**src/rtl/fct_pkg.sv**
```systemverilog
// Shared types and constants for the fault code table.
package fct_pkg;

  localparam int ENTRIES_DEF = 16;
  localparam int SLOT_W      = 8;
  localparam int CODE_W      = 16;
  localparam int REPORT_W    = 5;

  typedef enum logic {
    OP_ADD   = 1'b0,
    OP_CLEAR = 1'b1
  } op_t;

  typedef enum logic [1:0] {
    ST_ADDED   = 2'd0,
    ST_FULL    = 2'd1,
    ST_DUP     = 2'd2,
    ST_CLEARED = 2'd3
  } status_t;

  typedef struct packed {
    logic              valid;
    op_t               op;
    logic [CODE_W-1:0] code;
    logic              match;
    logic              full;
    logic [SLOT_W-1:0] slot;
  } token_t;

endpackage

```
**src/rtl/fct_cell.sv**
```systemverilog
// One table slot: stored code, active mark, and one stage of the query chain.
module fct_cell #(
  parameter int INDEX = 0
) (
  input  logic            clk,
  input  logic            rst,
  input  fct_pkg::token_t tok_in,
  output fct_pkg::token_t tok_out
);

  logic [fct_pkg::CODE_W-1:0] code;
  logic                       active;
  logic                       hit;
  logic                       take;

  assign hit  = tok_in.valid && (tok_in.op == fct_pkg::OP_ADD) && active
                && (code == tok_in.code);
  assign take = tok_in.valid && (tok_in.op == fct_pkg::OP_ADD) && !tok_in.full
                && !tok_in.match && (tok_in.slot == fct_pkg::SLOT_W'(INDEX));

  always_ff @(posedge clk) begin
    if (take) begin
      code <= tok_in.code;
    end
  end

  always_ff @(posedge clk) begin
    if (rst) begin
      active <= 1'b0;
    end else if (tok_in.valid && (tok_in.op == fct_pkg::OP_CLEAR)) begin
      active <= 1'b0;
    end else if (take) begin
      active <= 1'b1;
    end
  end

  always_ff @(posedge clk) begin
    if (rst) begin
      tok_out.valid <= 1'b0;
    end else begin
      tok_out.valid <= tok_in.valid;
    end
  end

  always_ff @(posedge clk) begin
    tok_out.op    <= tok_in.op;
    tok_out.code  <= tok_in.code;
    tok_out.match <= tok_in.match | hit;
    tok_out.full  <= tok_in.full;
    tok_out.slot  <= tok_in.slot;
  end

endmodule

```
**src/rtl/fault_code_table_top.sv**
```systemverilog
// Top level of the fault code table: query chain, counters and output stage.
//
// Input words arrive on s_axis: tuser[0] is the opcode (0 add, 1 clear),
// tdata[15:0] the fault code. Each accepted word yields exactly one output
// word on m_axis: tuser[1:0] status (0 added, 1 full, 2 duplicate,
// 3 cleared), tdata[4:0] active count, tdata[9:5] fill count, both
// saturating at 31.
// A word walks a row of ENTRIES slot cells, one cell per cycle; each cell
// compares its stored code, and the slot at the fill pointer takes the code
// if no active match was seen upstream. A clear drops each mark in passing.
// One word is in flight at a time; its result passes down the cell row into
// a holding register, then into the output register once that register is
// free. The input reopens as the result enters the output register.
// A new word is taken as soon as the previous result reaches the output
// register, even while the receiver stalls it there; the output holds until
// m_axis_tready. Reset empties the table, zeroes both counts and drops any
// word in flight.
module fault_code_table_top #(
  parameter int ENTRIES = fct_pkg::ENTRIES_DEF
) (
  input  logic        clk,
  input  logic        rst,
  input  logic        s_axis_tvalid,
  output logic        s_axis_tready,
  input  logic [15:0] s_axis_tdata,  // [15:0] fault_code
  input  logic [0:0]  s_axis_tuser,  // [0] opcode
  output logic        m_axis_tvalid,
  input  logic        m_axis_tready,
  output logic [15:0] m_axis_tdata,  // [4:0] live entries, [9:5] fill_count, [15:10] zero
  output logic [1:0]  m_axis_tuser   // [1:0] status
);

  localparam int CNT_W = $clog2(ENTRIES + 1);

  fct_pkg::token_t             tok [ENTRIES+1];
  logic                        busy;
  logic [CNT_W-1:0]            slots_used;
  logic [CNT_W-1:0]            active_total;
  logic [CNT_W-1:0]            slots_used_next;
  logic [CNT_W-1:0]            active_total_next;
  fct_pkg::status_t            status_next;
  logic                        pend_valid;
  fct_pkg::status_t            pend_status;
  logic [CNT_W-1:0]            pend_active;
  logic [CNT_W-1:0]            pend_fill;
  logic                        in_acc;
  logic                        move;
  logic [ENTRIES:0]            chain_valid;
  logic [31:0]                 active_ext;
  logic [31:0]                 fill_ext;
  logic [fct_pkg::REPORT_W-1:0] active_rep;
  logic [fct_pkg::REPORT_W-1:0] fill_rep;

  assign s_axis_tready = !busy;
  assign in_acc        = s_axis_tvalid && s_axis_tready;
  assign move          = pend_valid && (!m_axis_tvalid || m_axis_tready);

  always_comb begin
    tok[0].valid = in_acc;
    tok[0].op    = fct_pkg::op_t'(s_axis_tuser[0]);
    tok[0].code  = s_axis_tdata;
    tok[0].match = 1'b0;
    tok[0].full  = (slots_used == CNT_W'(ENTRIES));
    tok[0].slot  = fct_pkg::SLOT_W'(slots_used);
  end

  for (genvar i = 0; i < ENTRIES; i++) begin : g_cell
    fct_cell #(.INDEX(i)) u_cell (
      .clk    (clk),
      .rst    (rst),
      .tok_in (tok[i]),
      .tok_out(tok[i+1])
    );
  end

  always_comb begin
    slots_used_next   = slots_used;
    active_total_next = active_total;
    if (tok[ENTRIES].op == fct_pkg::OP_CLEAR) begin
      status_next       = fct_pkg::ST_CLEARED;
      active_total_next = '0;
    end else if (tok[ENTRIES].full) begin
      status_next = fct_pkg::ST_FULL;
    end else if (tok[ENTRIES].match) begin
      status_next = fct_pkg::ST_DUP;
    end else begin
      status_next       = fct_pkg::ST_ADDED;
      slots_used_next   = slots_used + CNT_W'(1);
      active_total_next = active_total + CNT_W'(1);
    end
  end

  always_ff @(posedge clk) begin
    if (rst) begin
      busy         <= 1'b0;
      slots_used   <= '0;
      active_total <= '0;
      pend_valid   <= 1'b0;
    end else begin
      if (in_acc) begin
        busy <= 1'b1;
      end else if (move) begin
        busy <= 1'b0;
      end
      if (tok[ENTRIES].valid) begin
        slots_used   <= slots_used_next;
        active_total <= active_total_next;
        pend_valid   <= 1'b1;
      end else if (move) begin
        pend_valid <= 1'b0;
      end
    end
  end

  always_ff @(posedge clk) begin
    if (tok[ENTRIES].valid) begin
      pend_status <= status_next;
      pend_active <= active_total_next;
      pend_fill   <= slots_used_next;
    end
  end

  assign active_ext = 32'(pend_active);
  assign fill_ext   = 32'(pend_fill);
  assign active_rep = (active_ext > 32'd31) ? 5'd31 : active_ext[4:0];
  assign fill_rep   = (fill_ext > 32'd31) ? 5'd31 : fill_ext[4:0];

  always_ff @(posedge clk) begin
    if (rst) begin
      m_axis_tvalid <= 1'b0;
    end else if (move) begin
      m_axis_tvalid <= 1'b1;
    end else if (m_axis_tready) begin
      m_axis_tvalid <= 1'b0;
    end
  end

  always_ff @(posedge clk) begin
    if (move) begin
      m_axis_tuser <= pend_status;
      m_axis_tdata <= {6'd0, fill_rep, active_rep};
    end
  end

  for (genvar j = 0; j <= ENTRIES; j++) begin : g_cv
    assign chain_valid[j] = tok[j].valid;
  end

  a_count_order: assert property (@(posedge clk) disable iff (rst)
    active_total <= slots_used)
    else $error("active count exceeds fill count");

  a_one_in_flight: assert property (@(posedge clk) disable iff (rst)
    $onehot0({chain_valid[ENTRIES:1], pend_valid}))
    else $error("more than one word in flight");

  a_busy_cover: assert property (@(posedge clk) disable iff (rst)
    (pend_valid || chain_valid[ENTRIES:1] != '0) |-> busy)
    else $error("word in flight while input is open");

  a_fill_bound: assert property (@(posedge clk) disable iff (rst)
    slots_used <= CNT_W'(ENTRIES))
    else $error("fill count beyond table size");

endmodule

```
**config.mk**
```make
export PLATFORM = sky130hd
export DESIGN_NAME = fault_code_table_top
export DESIGN_NICKNAME = d
export VERILOG_FILES = /design/src/rtl/fct_pkg.sv /design/src/rtl/fct_cell.sv /design/src/rtl/fault_code_table_top.sv
export SDC_FILE = /design/constraint.sdc
export NUM_CORES = 1
export LEC_CHECK = 0
export BUFFER_PORTS_ARGS = -buffer_cell sky130_fd_sc_hd__buf_2
export CAP_MARGIN = 20
export CORE_ASPECT_RATIO = 1.75
export CORE_UTILIZATION = 50
export DETAILED_ROUTE_END_ITERATION = 8
export PLACE_DENSITY = 0.77
export SLEW_MARGIN = 20
export SYNTH_ARGS = -nofsm -noshare
export SYNTH_HDL_FRONTEND = slang
export SYNTH_SLANG_ARGS = --single-unit
```
**constraint.sdc**
```tcl
create_clock -name clk -period 6.88 [get_ports clk]
set_input_delay 0 -clock clk [delete_from_list [all_inputs] [get_ports clk]]
set_output_delay 0 -clock clk [all_outputs]
set_load 0.01 [all_outputs]
```
==> results of run 1 <==
final timing paths:
kind | startpoint | to | cells past startpoint
worst max register to register | g_cell[2].u_cell.tok_out[8] | g_cell[3].u_cell.code[13] | 2
worst min-delay path | rst | m_axis_tvalid | 2
worst max-delay path | g_cell[2].u_cell.tok_out[8] | g_cell[3].u_cell.code[13] | 2
worst min register to register | g_cell[7].u_cell.tok_out[4] | g_cell[8].u_cell.tok_out[4] | 0
final cells by class:
type / count / share of cell area
Multi-Input combinational cell: 542 / 0.1757
Inverter: 4 / 0.0006355
Clock buffer: 81 / 0.06842
Timing Repair Buffer: 62 / 0.01811
Sequential cell: 688 / 0.7015
Clock inverter: 22 / 0.006513
Tap cell: 550 / 0.02913
registers in the layout, indices dropped and copies added (netlist names), 2 cells and up:
register	count
pend_active	5
pend_status	2
pend_fill	5
m_axis_tdata	10
g_cell.u_cell.tok_out	379
m_axis_tuser	2
slots_used	5
active_total	5
g_cell.u_cell.code	256
g_cell.u_cell.active	16
cells by family (layout without fill, tap and decap cells):
logic type      Yosys count  count (layout)
flops                   688             688
mux                       4               4
xor+xnor                267             267
other cells               1               6
compound gates           56              56
fa+ha+maj                 3               3
buf+inv                  29             169
simple gates            206             206
through the flow:
step | area, um2 | std cells | worst slack (ps) | power, mW | utilization
2_1_floorplan | 20830 | 1259 | 4007 | 4.550 | -
3_3_place_gp | 21660 | 1826 | 4738 | 4.589 | 0.5288
3_5_place_dp | 21670 | 1827 | 4668 | 4.601 | 0.5291
4_1_cts | 23630 | 1949 | 4730 | 7.609 | 0.5769
5_1_grt | 23630 | 1949 | 4684 | 7.795 | 0.5769
6_report | 23630 | 1949 | 4766 | 7.536 | 0.5769
worst register-to-register path, stage by stage, from the launching register on:
cell	delay, ps
dfxtp_1	310
or4_4	550
nor4_4	880
repair_timing:
item / CTS / global route
gates resized for setup: 0 / 0
hold buffers: 19 / 0
setup buffers: 0 / 0
hold endpoints to repair: 55 / 0
power by group:
group	internal, mW	total (mW)	switching (mW)
combinational	0.0680	0.117	0.0495
sequential	4.32	4.40	0.0769
clock	1.67	3.02	1.35
total	6.06	7.54	1.47
synthesized netlist by cell type, types with 10 or more instances:
master    instances
xnor2_1         246
xor2_1           21
clkbuf_1         14
nand3_1          21
nor4b_1          10
dfxtp_1         408
nand2_1          12
nor2b_1          32
o21a_1           15
nor4_1           24
nor2_1           27
edfxtp_1        280
nand4_1          51
a21oi_1          18
a41o_1           15
per-layer routing:
layer  vias up  wire length (um)
li1       4621                 -
met3        59               809
met4         0               840
met5         -                 0
met2       114             19840
met1      4668             10280
==> metrics.md, run 1 <==
| Metric | Value |
|---|---|
| Met1 usage | 0.1367 |
| Rows | 98 |
| FF-to-FF setup slack | 4770 ps |
| YS warnings | 0 |
| Most used routing layer | met2 |
| Register area | 16580 um2 |
| Commonest non-fill, non-tap cell in the layout | dfxtp_1 |
| Via/cell ratio | 4.855 |
| Share of cells above drive strength 1 | 0.1065 |
| Synth Area in Simple Gates | 0.05965 |
| Initial antenna violation count | 0 |
| Post-synth top area cell | edfxtp_1 |
| FMAX | 473.1 MHz |
| Final setup viols | 0 |
| Worst setup EP type | register |
| Period utilization | 0.3072 |
| Multiplexer share of the synthesized area | 0.001984 |
| Kind of critical path | reg -> reg |
| Drt initial violations | 321 |
| CTS root buf | clkbuf_16 |
| Worst vdd ir | 0.3201 mV |
| Die Y | 271.9 um |
| Nets | 1377 |
| Hold_ws | 40.69 ps |
| First-pass GRT wire length | 50690 um |
| Congestion Overflow GR | 0 |
| Setup TNS | 0 ps |
| ANT cells | 0 |
| Number of port buffers | 34 |
| Largest delay contributor family on the critical path | simple AND/OR/NAND/NOR gates |
| Status | finished, final reports clean |
| Fin. max-slew vios | 0 |
| Worst setup SP type | register |
| Drt wl/cell | 16.30 um |
| Fill count | 3086 |
| Total CTS buffers | 55 |
| Largest net degree at the start of global routing | 47 |
| TritonCTS clock tree | yes |
| Post-synthesis sequential area ratio | 0.7967 |
| Yosys reg bits | 688 |
| Slowest stage delay, CP | 880 ps |
| Clk_lat worst skew | 580 ps |
| Top post-synthesis cells by area | edfxtp_1 (40%), dfxtp_1 (39%), xnor2_1 (10%), nand4_1 (1.5%), nor2b_1 (0.96%) |
| Dpl hpwl | 21960 um |
| Pwr per Cell Area | 318.9 nW/um2 |
| Leakage power figure | 8.210 nW |
| GR Layer Usage met2 | 0.3336 |
| Post-synthesis xor/xnor area fraction | 0.1124 |
| Post-DRT Antenna Nets | 0 |
| Gr usage total | 0.1551 |
| WP data arrival | 2300 ps |
| Vias in the first global route | 10110 |
| Syn Inst Count | 1254 |
| Largest family of logic cells by synthesized area | XOR/XNOR gates |
| Horiz. Die Dim | 156.2 um |
| Post-synth cell types | 46 |
| Htree depth | 2 |
| Fin. Hold Viols | 0 |
| Synth Area in Compound Gates | 0.01990 |
| Crit path required time | 7070 ps |
| GPL Wtd Cong | 0.7594 |
| Rel. slew slack | 0.2825 |
| Multi-input logic area | 4150 um2 |
| CTS Sinks | 688 |
| Core area | 40950 um2 |
| Starting Density | 0.5080 |
| First-pass iteration count of the detailed router | 4 |
| Slowest cell on the critical path | nor4_4 |
| Layout area overhead | 13.56% |
| Hold Path Class | in -> reg |
| Routed wire length | 31770 um |
| EDFF count, synth | 280 |
| Final clock skew | 21.03 ps |
| Avg Inst Size Synth | 16.59 um2 |
| Post-Syn Area | 20810 um2 |
| Worst path bufs/invs | 0 |
| Synth top area share | 0.4041 |
| Max Cap Violations | 0 |
| # DRC | 0 |
| I/O pin count | 41 |
| Met3 Usage GRT | 0.02355 |
| Fraction of registers with async set or reset after synthesis | 0 |
| Final Critical Period | 2114 ps |
| Most frequent cells in the layout | dfxtp_1 (408), edfxtp_1 (280), xnor2_1 (246) |
| Worst-case clock buffer depth | 3 |
| Worst-Margin Slew | 1068 ps |
| Crit-path cells | or4_4, nor4_4 |
| Worst Path Max Fanout | 17 |
| Die ar. | 42460 um2 |
| Synth Flop Type | dfxtp_1 |
| Clock-pin slew on the worst setup and hold paths | 70 ps |
| Vias | 9462 |
| Synth Area in Adders | 0.001804 |
| RSZ-0062 raised after global routing | no |
(Power assumes the default switching activity.)
==> run 2: changes to the inputs <==
Settings changed: PLACE_DENSITY 0.77 to 0.79.
Clock period 6.88 ns to 1.9 ns, I/O delays scaled along.
==> metrics.md, run 2 (synthesized netlist as in run 1, its figures left out) <==
| Metric | Value |
|---|---|
| Rel. slew slack | 0.5907 (+0.3082) |
| Crit path required time | 2180 ps (-4890 ps) |
| Share of cells above drive strength 1 | 0.1177 (+0.01118) |
| Pwr per Cell Area | 1176 nW/um2 (+270%) |
| Worst setup SP type | register |
| Drt initial violations | 406 (+26%) |
| Worst-case clock buffer depth | 3 (unchanged) |
| TritonCTS clock tree | yes |
| Fin. Hold Viols | 0 (unchanged) |
| Slowest stage delay, CP | 360 ps (-520 ps) |
| WP data arrival | 1990 ps (-310 ps) |
| Final setup viols | 0 (unchanged) |
| Largest net degree at the start of global routing | 28 (-40%) |
| Die ar. | 42460 um2 (unchanged) |
| I/O pin count | 41 (unchanged) |
| Worst vdd ir | 1.029 mV (+220%) |
| GPL Wtd Cong | 0.7576 (-0.24%) |
| Met1 wire length | 10850 um (+5.6%) |
| Congestion Overflow GR | 0 (unchanged) |
| Rows | 98 (unchanged) |
| Post-CTS Setup Repair Bufs | 0 (unchanged) |
| Clk_lat worst skew | 580 ps (about the same) |
| Number of port buffers | 34 (unchanged) |
| Gr usage total | 0.1595 (+0.004458) |
| Via/cell ratio | 4.842 (-0.26%) |
| Worst setup EP type | register |
| # DRC | 0 (unchanged) |
| ANT cells | 0 (unchanged) |
| Top Layer Used | met4 |
| Drt wl/cell | 16.54 um (+1.5%) |
| Final clock skew | 16.51 ps (-4.525 ps) |
| Horiz. Die Dim | 156.2 um (unchanged) |
| Kind of critical path | reg -> reg |
| Max reg flops | 379 (unchanged) |
| Vias | 9534 (+0.76%) |
| Regs by FF count | g_cell.u_cell.tok_out (379), g_cell.u_cell.code (256), g_cell.u_cell.active (16) |
| Leakage power figure | 8.397 nW (+2.3%) |
| Final Critical Period | 1709 ps (-404.9 ps) |
| CTS Sinks | 688 (unchanged) |
| Hold Path Class | in -> reg |
| Total CTS buffers | 56 (+1.8%) |
| Die Y | 271.9 um (unchanged) |
| Nets | 1396 (+1.4%) |
| Post_cts resized | 0 (unchanged) |
| First-pass iteration count of the detailed router | 4 (unchanged) |
| Status | finished, final reports clean |
| Vias in the first global route | 10410 (+3.0%) |
| Crit-path cells | nor4b_1, buf_4, nand2_1, nor3_2, buf_12 |
| Initial antenna violation count | 0 (unchanged) |
| Period utilization | 0.8993 (+0.5921) |
| Met2 wire length | 19610 um (-1.2%) |
| Layout area overhead | 15.50% |
| CTS root buf | clkbuf_16 |
| Clock-pin slew on the worst setup and hold paths | 70 ps (about the same) |
| Dpl hpwl | 22130 um (+0.79%) |
| Register area | 16580 um2 (unchanged) |
| Core area | 40950 um2 (unchanged) |
| Routed wire length | 32580 um (+2.5%) |
| Most flop-heavy register | g_cell.u_cell.tok_out |
| Fill count | 2976 (-3.6%) |
| Hold_ws | 97.88 ps (+57.20 ps) |
| Slowest cell on the critical path | nor4b_1 |
| Commonest non-fill, non-tap cell in the layout | dfxtp_1 |
| Most frequent cells in the layout | dfxtp_1 (408), edfxtp_1 (280), xnor2_1 (246) |
| Fin. max-slew vios | 0 (unchanged) |
| Worst Path Max Fanout | 15 (-2) |
| Htree depth | 2 (unchanged) |
| Multi-input logic area | 4200 um2 (+1.2%) |
| First-pass GRT wire length | 52470 um (+3.5%) |
| Setup TNS | 0 ps (unchanged) |
| Worst-Margin Slew | 608.4 ps (-459.8 ps) |
| RSZ-0062 raised after global routing | no |
| FMAX | 585.2 MHz (+24%) |
| Post-DRT Antenna Nets | 0 (unchanged) |
| Met3 WL post-DR | 833 um (+3.0%) |
| Max Cap Violations | 0 (unchanged) |
| Starting Density | 0.5080 (unchanged) |
==> run 2: what timing repair did <==
item                       4_1_cts  5_1_grt
hold endpoints to repair        67        0
hold buffers                    21        0
setup endpoints to repair        0        0
==> run 2: stage by stage <==
step	cell area, um2	power (mW)	cells	setup slack, ps	util
final	24030	28.25	1969	191.3	0.5868
after global placement	21860	16.63	1843	182.9	0.5338
after global routing	24030	29.16	1969	83.57	0.5868
after detailed placement	21860	16.67	1843	218.7	0.5338
after CTS	24030	28.49	1969	165.8	0.5868
after floorplan	20930	16.48	1259	68.21	-
==> run 2: power by group <==
group / internal [mW] / switching, mW
logic: 0.255 / 0.187
clock network: 6.91 / 4.96
registers: 15.6 / 0.285
total: 22.8 / 5.43
==> run 2: cell type report <==
class / instances / area share
Clock buffer: 80 / 0.06888
Clock inverter: 25 / 0.01260
Inverter: 4 / 0.0006248
Multi-Input combinational cell: 542 / 0.1748
Sequential cell: 688 / 0.6898
Tap cell: 550 / 0.02864
Timing Repair Buffer: 80 / 0.02468
==> run 2: final timing paths <==
path | slack [ps] | startpoint | cells past startpoint | end
min | 100 | s_axis_tdata[3] | 2 | g_cell[0].u_cell.tok_out[13]
max reg2reg | 190 | g_cell[10].u_cell.tok_out[8] | 5 | g_cell[11].u_cell.code[7]
max | 190 | g_cell[10].u_cell.tok_out[8] | 5 | g_cell[11].u_cell.code[7]
min reg2reg | 340 | g_cell[9].u_cell.tok_out[1] | 0 | g_cell[10].u_cell.tok_out[1]
==> run 2: metal layers <==
layer  vias to the layer above  track usage
li1                       4662            -
met1                      4668       0.1422
met2                       127       0.3326
met3                        77      0.02466
met4                         0      0.07482
met5                         -            0
==> run 2: critical path, delay by kind of cell (launching register included) <==
kind	cells	cell delay [ps]
buffers and inverters	2	380
flip-flops	1	310
AND/OR/NAND/NOR	3	720
